==> src/sv/fir_pkg.sv <==
// Shared types and constants of the FIR filter.
package fir_pkg;

  localparam int TAPS_DEF  = 32;
  localparam int SAMPLE_W  = 16;
  localparam int COEF_W    = 18;
  localparam int IDX_W     = 5;
  localparam int CNT_W     = 6;
  localparam int PROD_W    = SAMPLE_W + COEF_W;
  localparam int FRAC_W    = 15;
  localparam int CNT_EXT_W = 9;
  localparam int IN_DATA_W = 40;
  localparam int CFG_AW    = 3;
  localparam int CFG_DW    = 32;

  localparam logic [CNT_W-1:0] TAP_COUNT_RST = 6'd32;

  localparam logic CMD_SAMPLE = 1'b0;
  localparam logic CMD_TAP    = 1'b1;

  localparam logic [CFG_AW-3:0] REG_TAP_COUNT = '0;

  typedef enum logic [1:0] {
    S_IDLE,
    S_RUN,
    S_DRAIN,
    S_DONE
  } fir_state_t;

  typedef struct packed {
    logic shift;
    logic rotate;
  } fir_ctl_t;

endpackage

==> src/sv/fir_cell.sv <==
// One cell of the delay line: a sample and its coefficient.
module fir_cell import fir_pkg::*; (
  input  logic                       clk,
  input  logic                       rst_n,
  input  fir_ctl_t                   ctl,
  input  logic                       tap_we,
  input  logic signed [COEF_W-1:0]   tap_wdata,
  input  logic signed [SAMPLE_W-1:0] left_sample,
  input  logic signed [SAMPLE_W-1:0] right_sample,
  input  logic signed [COEF_W-1:0]   right_tap,
  output logic signed [SAMPLE_W-1:0] sample,
  output logic signed [COEF_W-1:0]   tap
);

  logic signed [SAMPLE_W-1:0] sample_r, sample_nxt;
  logic signed [COEF_W-1:0]   tap_r, tap_nxt;

  // A shift moves the delay line one place older; a rotation passes the
  // pair one place toward the head of the row.
  always_comb begin
    sample_nxt = sample_r;
    tap_nxt    = tap_r;
    if (ctl.shift) begin
      sample_nxt = left_sample;
    end else if (ctl.rotate) begin
      sample_nxt = right_sample;
    end
    if (ctl.rotate) begin
      tap_nxt = right_tap;
    end else if (tap_we) begin
      tap_nxt = tap_wdata;
    end
  end

  always_ff @(posedge clk) begin
    if (!rst_n) begin
      sample_r <= '0;
      tap_r    <= '0;
    end else begin
      sample_r <= sample_nxt;
      tap_r    <= tap_nxt;
    end
  end

  assign sample = sample_r;
  assign tap    = tap_r;

endmodule

==> src/sv/fir_mac.sv <==
// Multiply-accumulate unit with round-half-even and saturation.
module fir_mac import fir_pkg::*; #(
  parameter int TAPS = TAPS_DEF
) (
  input  logic                       clk,
  input  logic                       rst_n,
  input  logic                       clear,
  input  logic                       issue,
  input  logic                       tap_live,
  input  logic signed [COEF_W-1:0]   tap,
  input  logic signed [SAMPLE_W-1:0] sample,
  output logic signed [SAMPLE_W-1:0] result,
  output logic                       sat
);

  localparam int ACC_W = PROD_W + $clog2(TAPS);
  localparam int FL_W  = ACC_W - FRAC_W;
  localparam logic signed [FL_W-1:0] MAX_V = FL_W'(32767);
  localparam logic signed [FL_W-1:0] MIN_V = FL_W'(-32768);
  localparam logic [FRAC_W-1:0]      HALF  = FRAC_W'(16384);

  logic signed [PROD_W-1:0] prod_r, prod_nxt;
  logic                     prod_v_r, prod_v_nxt;
  logic signed [ACC_W-1:0]  acc_r, acc_nxt;

  logic signed [FL_W-1:0]   fl;
  logic [FRAC_W-1:0]        rem;
  logic                     up;
  logic signed [FL_W-1:0]   y;

  assign prod_nxt   = PROD_W'(tap) * PROD_W'(sample);
  assign prod_v_nxt = issue && tap_live;

  always_comb begin
    acc_nxt = acc_r;
    if (clear) begin
      acc_nxt = '0;
    end else if (prod_v_r) begin
      acc_nxt = acc_r + ACC_W'(prod_r);
    end
  end

  always_ff @(posedge clk) begin
    if (!rst_n) begin
      prod_v_r <= 1'b0;
    end else begin
      prod_v_r <= prod_v_nxt;
    end
  end

  always_ff @(posedge clk) begin
    prod_r <= prod_nxt;
    acc_r  <= acc_nxt;
  end

  // Floor of the Q.15 sum, then a step up above one half, or at exactly
  // one half when the floor is odd.
  assign fl  = acc_r[ACC_W-1:FRAC_W];
  assign rem = acc_r[FRAC_W-1:0];
  assign up  = (rem > HALF) || ((rem == HALF) && fl[0]);
  assign y   = fl + FL_W'(up);

  always_comb begin
    sat    = 1'b0;
    result = y[SAMPLE_W-1:0];
    if (y > MAX_V) begin
      sat    = 1'b1;
      result = MAX_V[SAMPLE_W-1:0];
    end else if (y < MIN_V) begin
      sat    = 1'b1;
      result = MIN_V[SAMPLE_W-1:0];
    end
  end

endmodule

==> src/sv/fir_filter_int16.sv <==
// Top level of the direct-form FIR filter for signed 16-bit samples.
//
// Input words arrive on in_*: in_tuser selects a sample (0) or a coefficient
// write (1), in_tlast marks the last sample of a block and comes back as
// out_tlast. A coefficient write returns nothing.
// Each sample word yields one output word on out_*: the rounded (half to
// even), saturated sum in out_tdata and the saturation flag in out_tuser.
// The cfg_* port holds tap_count at byte address 0; taps at or above it
// count as zero, but a tap_count of zero acts as one.
// A sample is worked by rotating the row of TAPS cells past a single
// multiplier, one tap per cycle; each product is registered, then added
// into the accumulator, and the rounded sum is loaded into the output
// register. A new word is taken once the output word appears.
// Reset clears the delay line and all coefficients at once and sets
// tap_count to 32. While the receiver stalls, a finished word waits in the
// output register; a following sample is still taken and computed, and is
// held back at its end until the output register frees.
module fir_filter_int16 import fir_pkg::*; #(
  parameter int TAPS = TAPS_DEF
) (
  input  logic                 clk,
  input  logic                 rst_n,
  input  logic                 in_tvalid,
  output logic                 in_tready,
  // sample_in [15:0], tap_index [20:16], tap_value [38:21], zero [39]
  input  logic [IN_DATA_W-1:0] in_tdata,
  // cmd [0]
  input  logic                 in_tuser,
  input  logic                 in_tlast,
  output logic                 out_tvalid,
  input  logic                 out_tready,
  // sample_out [15:0]
  output logic [SAMPLE_W-1:0]  out_tdata,
  // saturated [0]
  output logic                 out_tuser,
  output logic                 out_tlast,
  input  logic                 cfg_psel,
  input  logic                 cfg_penable,
  input  logic                 cfg_pwrite,
  input  logic [CFG_AW-1:0]    cfg_paddr,
  input  logic [CFG_DW-1:0]    cfg_pwdata,
  output logic [CFG_DW-1:0]    cfg_prdata,
  output logic                 cfg_pready
);

  localparam int K_W = $clog2(TAPS);
  localparam logic [K_W-1:0]       K_LAST = K_W'(TAPS - 1);
  localparam logic [CNT_EXT_W-1:0] TAPS_X = CNT_EXT_W'(TAPS);

  fir_state_t state_r, state_nxt;
  logic [K_W-1:0]   k_r, k_nxt;
  logic [CNT_W-1:0] tap_count_r, tap_count_nxt;
  logic             last_r, last_nxt;
  logic             out_valid_r, out_valid_nxt;
  logic [SAMPLE_W-1:0] out_data_r, out_data_nxt;
  logic             out_sat_r, out_sat_nxt;
  logic             out_last_r, out_last_nxt;

  logic in_acc, is_sample, tap_wr, cfg_wr, can_load, out_load;
  logic rotate_en;
  fir_ctl_t ctl;
  logic [TAPS-1:0] tap_we;

  logic signed [SAMPLE_W-1:0] x_in;
  logic [IDX_W-1:0]           w_idx;
  logic signed [COEF_W-1:0]   w_val;

  logic signed [SAMPLE_W-1:0] smp [TAPS];
  logic signed [COEF_W-1:0]   cof [TAPS];

  logic [CNT_EXT_W-1:0] cnt_x, n_eff;
  logic                 tap_live;
  logic signed [SAMPLE_W-1:0] mac_result;
  logic                 mac_sat;

  assign x_in  = $signed(in_tdata[15:0]);
  assign w_idx = in_tdata[20:16];
  assign w_val = $signed(in_tdata[38:21]);

  assign in_acc    = in_tvalid && in_tready;
  assign is_sample = (in_tuser == CMD_SAMPLE);
  assign tap_wr    = in_acc && (in_tuser == CMD_TAP);
  assign can_load  = !out_valid_r || out_tready;

  // Next state.
  always_comb begin
    state_nxt = state_r;
    case (state_r)
      S_IDLE: begin
        if (in_acc && is_sample) begin
          state_nxt = S_RUN;
        end
      end
      S_RUN: begin
        if (k_r == K_LAST) begin
          state_nxt = S_DRAIN;
        end
      end
      S_DRAIN: begin
        state_nxt = S_DONE;
      end
      S_DONE: begin
        if (can_load) begin
          state_nxt = S_IDLE;
        end
      end
      default: begin
        state_nxt = S_IDLE;
      end
    endcase
  end

  // Outputs of the state machine.
  always_comb begin
    in_tready = 1'b0;
    rotate_en = 1'b0;
    out_load  = 1'b0;
    case (state_r)
      S_IDLE:  in_tready = 1'b1;
      S_RUN:   rotate_en = 1'b1;
      S_DRAIN: ;
      S_DONE:  out_load  = can_load;
      default: ;
    endcase
  end

  // Packed as {shift, rotate}.
  assign ctl = {in_acc && is_sample, rotate_en};

  always_comb begin
    k_nxt = k_r;
    if (ctl.rotate) begin
      k_nxt = (k_r == K_LAST) ? '0 : k_r + K_W'(1);
    end
  end

  assign cfg_wr        = cfg_psel && cfg_penable && cfg_pwrite && cfg_pready;
  assign tap_count_nxt = (cfg_wr && cfg_paddr[CFG_AW-1:2] == REG_TAP_COUNT)
                         ? cfg_pwdata[CNT_W-1:0] : tap_count_r;
  assign cfg_pready    = 1'b1;
  assign cfg_prdata    = (cfg_paddr[CFG_AW-1:2] == REG_TAP_COUNT)
                         ? CFG_DW'(tap_count_r) : '0;

  assign last_nxt = ctl.shift ? in_tlast : last_r;

  assign out_valid_nxt = out_load ? 1'b1 : (out_tready ? 1'b0 : out_valid_r);
  assign out_data_nxt  = out_load ? mac_result : out_data_r;
  assign out_sat_nxt   = out_load ? mac_sat : out_sat_r;
  assign out_last_nxt  = out_load ? last_r : out_last_r;

  always_ff @(posedge clk) begin
    if (!rst_n) begin
      state_r     <= S_IDLE;
      k_r         <= '0;
      tap_count_r <= TAP_COUNT_RST;
      out_valid_r <= 1'b0;
    end else begin
      state_r     <= state_nxt;
      k_r         <= k_nxt;
      tap_count_r <= tap_count_nxt;
      out_valid_r <= out_valid_nxt;
    end
  end

  always_ff @(posedge clk) begin
    last_r     <= last_nxt;
    out_data_r <= out_data_nxt;
    out_sat_r  <= out_sat_nxt;
    out_last_r <= out_last_nxt;
  end

  assign out_tvalid = out_valid_r;
  assign out_tdata  = out_data_r;
  assign out_tuser  = out_sat_r;
  assign out_tlast  = out_last_r;

  // The cell at the head holds tap k in cycle k of a run; a full run of
  // TAPS rotations puts every pair back where it started.
  for (genvar i = 0; i < TAPS; i++) begin : g_cells
    assign tap_we[i] = tap_wr && (CNT_EXT_W'(w_idx) == CNT_EXT_W'(i));

    fir_cell u_cell (
      .clk          (clk),
      .rst_n        (rst_n),
      .ctl          (ctl),
      .tap_we       (tap_we[i]),
      .tap_wdata    (w_val),
      .left_sample  ((i == 0) ? x_in : smp[(i + TAPS - 1) % TAPS]),
      .right_sample (smp[(i + 1) % TAPS]),
      .right_tap    (cof[(i + 1) % TAPS]),
      .sample       (smp[i]),
      .tap          (cof[i])
    );
  end

  // A tap count of zero acts as one, and one above TAPS as TAPS.
  assign cnt_x    = CNT_EXT_W'(tap_count_r);
  assign n_eff    = (cnt_x == '0) ? CNT_EXT_W'(1) : ((cnt_x > TAPS_X) ? TAPS_X : cnt_x);
  assign tap_live = (CNT_EXT_W'(k_r) < n_eff);

  fir_mac #(
    .TAPS (TAPS)
  ) u_mac (
    .clk      (clk),
    .rst_n    (rst_n),
    .clear    (ctl.shift),
    .issue    (ctl.rotate),
    .tap_live (tap_live),
    .tap      (cof[0]),
    .sample   (smp[0]),
    .result   (mac_result),
    .sat      (mac_sat)
  );

endmodule

==> config.mk <==
export PLATFORM = sky130hd
export DESIGN_NAME = fir_filter_int16
export DESIGN_NICKNAME = d
export VERILOG_FILES = /design/src/sv/fir_pkg.sv /design/src/sv/fir_cell.sv /design/src/sv/fir_mac.sv /design/src/sv/fir_filter_int16.sv
export SDC_FILE = /design/constraint.sdc
export NUM_CORES = 2
export LEC_CHECK = 0
export BUFFER_PORTS_ARGS = -buffer_cell sky130_fd_sc_hd__buf_2
export CAP_MARGIN = 20
export CORE_MARGIN = 10
export CORE_UTILIZATION = 64
export DETAILED_ROUTE_END_ITERATION = 10
export GPL_TIMING_DRIVEN = 1
export PLACE_DENSITY = 0.81
export SYNTH_ARGS = -nofsm -noshare
export SYNTH_HDL_FRONTEND = slang
export SYNTH_SLANG_ARGS = --single-unit
export TNS_END_PERCENT = 20
==> constraint.sdc <==
create_clock -name clk -period 8.8 [get_ports clk]
set_input_delay 0.88 -clock clk [delete_from_list [all_inputs] [get_ports clk]]
set_output_delay 0.88 -clock clk [all_outputs]
set_load 0.01 [all_outputs]
### Yosys cells after proc, flatten, opt, wreduce, memory -nomap -nowiden

Index checks and enable logic that the tools add are counted.
Widths: inputs -> output; s select.

* register bits after elaboration: 1195
* word-level logic and storage cells: 349

* add/sub/neg operators: 3
* $mul: 1
* $lt $le $gt $ge: 5
* equality and inequality tests: 39
* multiplexer cells: 143
* bitwise logic cells: 2
* reduce and logical (&&, ||, !) cells: 81

Operators by type and width (number)
* $mux 18: 64
* $mux 16: 65
* $eq 5x5->1 const B: 17
* $reduce_bool 2->1: 34
* $eq 5x4->1 const B: 8
* $logic_and 1x1->1: 40
* $add 39x34->39: 1
* $mul 18x16->34: 1
* $add 24x1->24: 1
* $gt 24x16->1 const B: 1
* $lt 24x16->1 const B: 1
* $eq 5x3->1 const B: 4
* $mux 6: 3
* $eq 15x15->1 const B: 1
* $gt 15x15->1 const B: 1
* $eq 5x2->1 const B: 2
* $logic_not 9->1: 1
* $pmux 2 s4: 1
* $gt 6x6->1 const B: 1
* $lt 5x6->1: 1
* $mux 1: 6
* $mux 2: 3
* $add 5x1->5 const B: 1
* $eq 5x1->1 const B: 1
* other kinds (11): 15

### Longest topological paths before layout

* depth in word-level cells: 7
* depth in mapped cells: 24

### Hierarchy

From an unflattened synthesis, not the netlist that was laid out.

* cell total of the unflattened synthesis: 6717
* area, all modules: 75612.5 um2

Modules (own cells, without submodules)
* fir_cell: instances 32, cells an instance 151, area each 1821.7 um2, sequential area each 680.7 um2
* fir_mac: instances 1, cells an instance 1698, area each 15426.0 um2, sequential area each 1481.4 um2
* fir_filter_int16: instances 1, cells an instance 187, area each 1890.6 um2, sequential area each 850.8 um2

### Least setup slack after synthesis

OpenSTA, ideal clock, no wires.

* path kind: reg-to-reg
* start point: register g_cells[0].u_cell.sample_r[1]
* end point: register u_mac.prod_r[33]
* setup time: 72 ps
* arrival: 6088 ps
* required time: 8728 ps
* slack: 2639 ps
* stages on the path, launching flop included: 23
* cell sequence: dfxtp_1 > clkbuf_1 > clkbuf_1 > nand2_1 > fa_1 > fa_1 > fa_1 > inv_1 > fa_1 > fa_1 > inv_1 > fa_1 > inv_1 > ha_1 > o21a_1 > o21a_1 > o31ai_1 > a31oi_1 > a221oi_1 > o31ai_1 > a221o_1 > a21oi_1 > xnor2_1

* word-level cells in the longest chain between the ends: 1

Ends and longest elaborated chain
* start: declaration: line fir_cell.sv:15 `logic signed [SAMPLE_W-1:0] sample_r, sample_nxt;`
* start signal: assignment: line fir_cell.sv:40 `sample_r <= sample_nxt;`
* $mul 18x16->34: line fir_mac.sv:31 `assign prod_nxt = PROD_W'(tap) * PROD_W'(sample);`
* named net u_mac.prod_nxt[33]: line fir_mac.sv:22 `logic signed [PROD_W-1:0] prod_r, prod_nxt;`
* end signal: assignment: line fir_mac.sv:52 `prod_r <= prod_nxt;`
* end: declaration: line fir_mac.sv:22

The timed path passes the listed nets, and every way through them passes these cells.
A chain may end at the register's enable or synchronous reset.

### Worst setup path in the final report

* start point: register g_cells[0].u_cell.sample_r[5]
* end point: register u_mac.prod_r[33]

The elaborated chain is that of the path after synthesis.

==> out/results.tsv <==
stage	metric	value	unit
setup_path	cp-end-kind	flop	
yosys	async_reset_ff_share	0	%
setup_path	critPathArrivalTime	7.71	ns
worst_hold_path	worst_hold_path_type	in -> reg	
timing	hold_viol	0	
global_routing	groute.usage.overall	23.90	%
power_and_ir_drop	p_leak	33.00	nW
cells_and_area	final_cell_mix	dfxtp_1 (1,176), and2_1 (717), nand2_1 (701), o21ai_0 (641), a22oi_1 (576)	
setup_path	r2r_slack	1.67	ns
cells_and_area	fillCellCount	7555	
cells_and_area	diodes	0	
clocking	cts_hold_buf	0	
place	pre_cts_ws	1.796	ns
yosys	synth_edf_count	19	
place	dpl.hpwl	86.38	mm
die	num_rows	116	
timing	worst_slew_pin_slew	1.262	ns
yosys	ys_seq_area_share	37.54	%
run	cap_violations	0	
yosys	ys_ff_latch	1195	
place	io_buffer_count	80	
clocking	numCtsBuffers	118	
die	start_util	64.33	%
global_routing	antenna_found_initial	4	
global_routing	grt_overflow	0	
die	die_w	336.8	µm
setup_path	slowest_delay	1.08	ns
timing	fmax	140.2	MHz
setup_path	cp.required	9.38	ns
setup_path	crit_cells	19	
die	die-area	113400	µm²
die	coreArea	99860	µm²
yosys	synth-main-ff-cell	dfxtp_1	
yosys	synth_cell_types	71	
timing	setup_viol	0	
cells_and_area	final_layout_size_suffix_gt1_share	6.110	%
clocking	cts_root_buffer	clkbuf_16	
setup_path	path_buf_inv	2	
global_routing	grt_pass1_vias	45550	
clocking	cts_resized	0	
global_routing	grt_pass1_wl	229.8	mm
power_and_ir_drop	vdd_drop_max	0.4462	mV
die	die_y	336.8	µm
setup_path	cp_cell_sequence	and2_1, fa_1, inv_1, fa_1, fa_1, fa_1, inv_1, fa_1, fa_1, ha_1, nand4_1, nor3_1, nor2_1, a31oi_1, a221oi_1, o31ai_1, a221o_1, a21oi_1, xnor2_1	
route	via_count	48040	
yosys	syn_area_per_cell	9.372	µm²
route	dr.pass1.iters	6	
power_and_ir_drop	powerDensity	300.1	nW/µm²
setup_path	critPathKind	reg -> reg	
clocking	cts_max_level	3	
route	drt_wl_total	139.9	mm
timing	slew_headroom	15.66	%
timing	hold_ws	0.3417	ns
clocking	clock_path_buffers	3	
clocking	cts_setup_buffers	0	
cells_and_area	utilization	68.98	%
clocking	clk_pin_slew	0.06	ns
yosys	yosysWarningCount	0	
clocking	tritoncts	built	
timing	period_share	81.07	%
timing	rsz0062_at_grt	false	
setup_path	rr_worst_depth	19	
setup_path	path_max_fanout	21	
route	ant_nets	0	
place	gp_congestion	0.8737	
timing	maxSlewViolCount	0	
yosys	syn_inst	6854	
worst_hold_path	worstHoldPathCells	1	
setup_path	critPathSlowestCell	dfxtp_1	
clocking	clock_sinks	1195	
cells_and_area	instances_no_fill	7926	
cells_and_area	final_nets	7041	
route	drc_errors	0	
setup_path	cp-start-kind	flop	
setup_path	cpMostUsedCell	fa_1	
timing	setup_ws	1.666	ns
route	wl_per_cell	17.65	µm
place	place_inst	7705	
global_routing	grt_max_degree	285	
timing	fin_crit	7.134	ns
setup_path	cpLargestDelayFamily	adder cells	
timing	finClkSkew	0.03445	ns
cells_and_area	final_common_cell	dfxtp_1	
timing	tns	0	ns
route	drt_iter0_drc	4142	
status	outcome	completed	
route	vias_per_cell	6.061	
clocking	clk_latency	0.72	ns
cells_and_area	syn_to_final_growth	7.226	%
yosys	synthesis.area	64240	µm²
die	ioPinCount	137	
[sequential cells by signal, summed over array words and instances (netlist names)]
signal / flops
g_cells.u_cell.sample: 512
g_cells.u_cell.tap: 576
k_r: 5
last_r: 1
out_tdata: 16
out_tlast: 1
out_tuser: 1
out_tvalid: 1
state_r: 2
tap_count_r: 6
u_mac.acc_r: 39
u_mac.prod_r: 34
u_mac.prod_v_r: 1
[worst reg2reg max path: cells and delay by family (launching register included)]
kind	cells	cell delay, ns
fa+ha+maj	7	3.19
compound gates	5	1.64
flops	1	1.08
simple gates	4	0.86
buf+inv	2	0.13
xor+xnor	1	0.13
[kinds of logic after synthesis]
logic type / Yosys count / synth area share, %
buffers and inverters: 968 / 5.857
XOR/XNOR: 79 / 1.077
adder cells (fa/ha/maj): 426 / 11.70
multiplexers: 538 / 8.383
AO/OA/AOI/OAI: 1958 / 22.09
other: 2 / 0.01169
flip-flops: 1195 / 37.54
AND/OR/NAND/NOR: 1688 / 13.35
[area by class of cell]
cell class	instances	area, µm²	share of cell area [%]
Clock buffer	182	3547	5.150
Clock inverter	35	427.9	0.6213
Inverter	334	1254	1.820
Multi-Input combinational cell	4716	36650	53.21
Sequential cell	1195	24110	35.01
Tap cell	1298	1624	2.358
Timing Repair Buffer	166	1261	1.831
[worst paths after layout]
| check | start | end |
|---|---|---|
| max reg2reg | g_cells[0].u_cell.sample[5] | u_mac.prod_r[33] |
| min | in_tlast | last_r |
| min reg2reg | last_r | out_tlast |
| max | g_cells[0].u_cell.sample[5] | u_mac.prod_r[33] |
[through the flow]
step	area, µm²	power (mW)
floorplan	64330	13.71
global placement	64800	15.22
detailed placement	64820	15.54
CTS	68800	20.70
global route	68880	22.05
finish	68880	20.67
[power breakdown]
group | switching, mW | total (mW) | internal (mW)
Combinational | 4.50 | 7.72 | 3.22
Clock | 2.13 | 5.10 | 2.97
Sequential | 1.11 | 7.84 | 6.74
Total | 7.74 | 20.7 | 12.9
[synthesized netlist by cell type, types with 3 or more instances]
library cell | n | share of area [%]
dfxtp_1 | 1176 | 37
and2_1 | 717 | 7.0
nand2_1 | 701 | 4.1
o21ai_0 | 641 | 5.0
a22oi_1 | 576 | 6.7
clkbuf_1 | 543 | 3.2
mux2i_1 | 538 | 8.4
o211a_1 | 513 | 8.0
inv_1 | 333 | 1.9
fa_1 | 291 | 9.1
ha_1 | 135 | 2.6
a21oi_1 | 98 | 0.76
nor2_1 | 89 | 0.52
xnor2_1 | 60 | 0.82
buf_1 | 44 | 0.26
nand2b_1 | 36 | 0.35
nor2b_1 | 31 | 0.30
nand3_1 | 29 | 0.23
buf_4 | 28 | 0.33
a21o_1 | 25 | 0.29
nor3_1 | 22 | 0.17
buf_2 | 19 | 0.15
edfxtp_1 | 19 | 0.89
xor2_1 | 19 | 0.26
a31oi_1 | 16 | 0.16
nand4_1 | 14 | 0.14
o21a_1 | 14 | 0.16
and3_1 | 13 | 0.13
a211oi_1 | 12 | 0.14
o21bai_1 | 10 | 0.12
nor4_1 | 8 | 0.078
o211ai_1 | 7 | 0.082
o31ai_1 | 6 | 0.070
or3_1 | 5 | 0.049
and4_1 | 4 | 0.055
or4_1 | 4 | 0.047
a2111oi_0 | 3 | 0.041
a211o_1 | 3 | 0.041
a221o_1 | 3 | 0.047
a221oi_1 | 3 | 0.041
a2bb2oi_1 | 3 | 0.041
nor3b_1 | 3 | 0.035
o31a_1 | 3 | 0.041
[routing by layer]
layer	vias to the layer above	part of all wire [%]	global-route usage, %
li1	23270	-	-
met1	23250	43	30.80
met2	1182	48	40.29
met3	323	5.2	3.628
met4	6	3.6	9.001
met5	-	0.026	0
(Power assumes the default switching activity.)
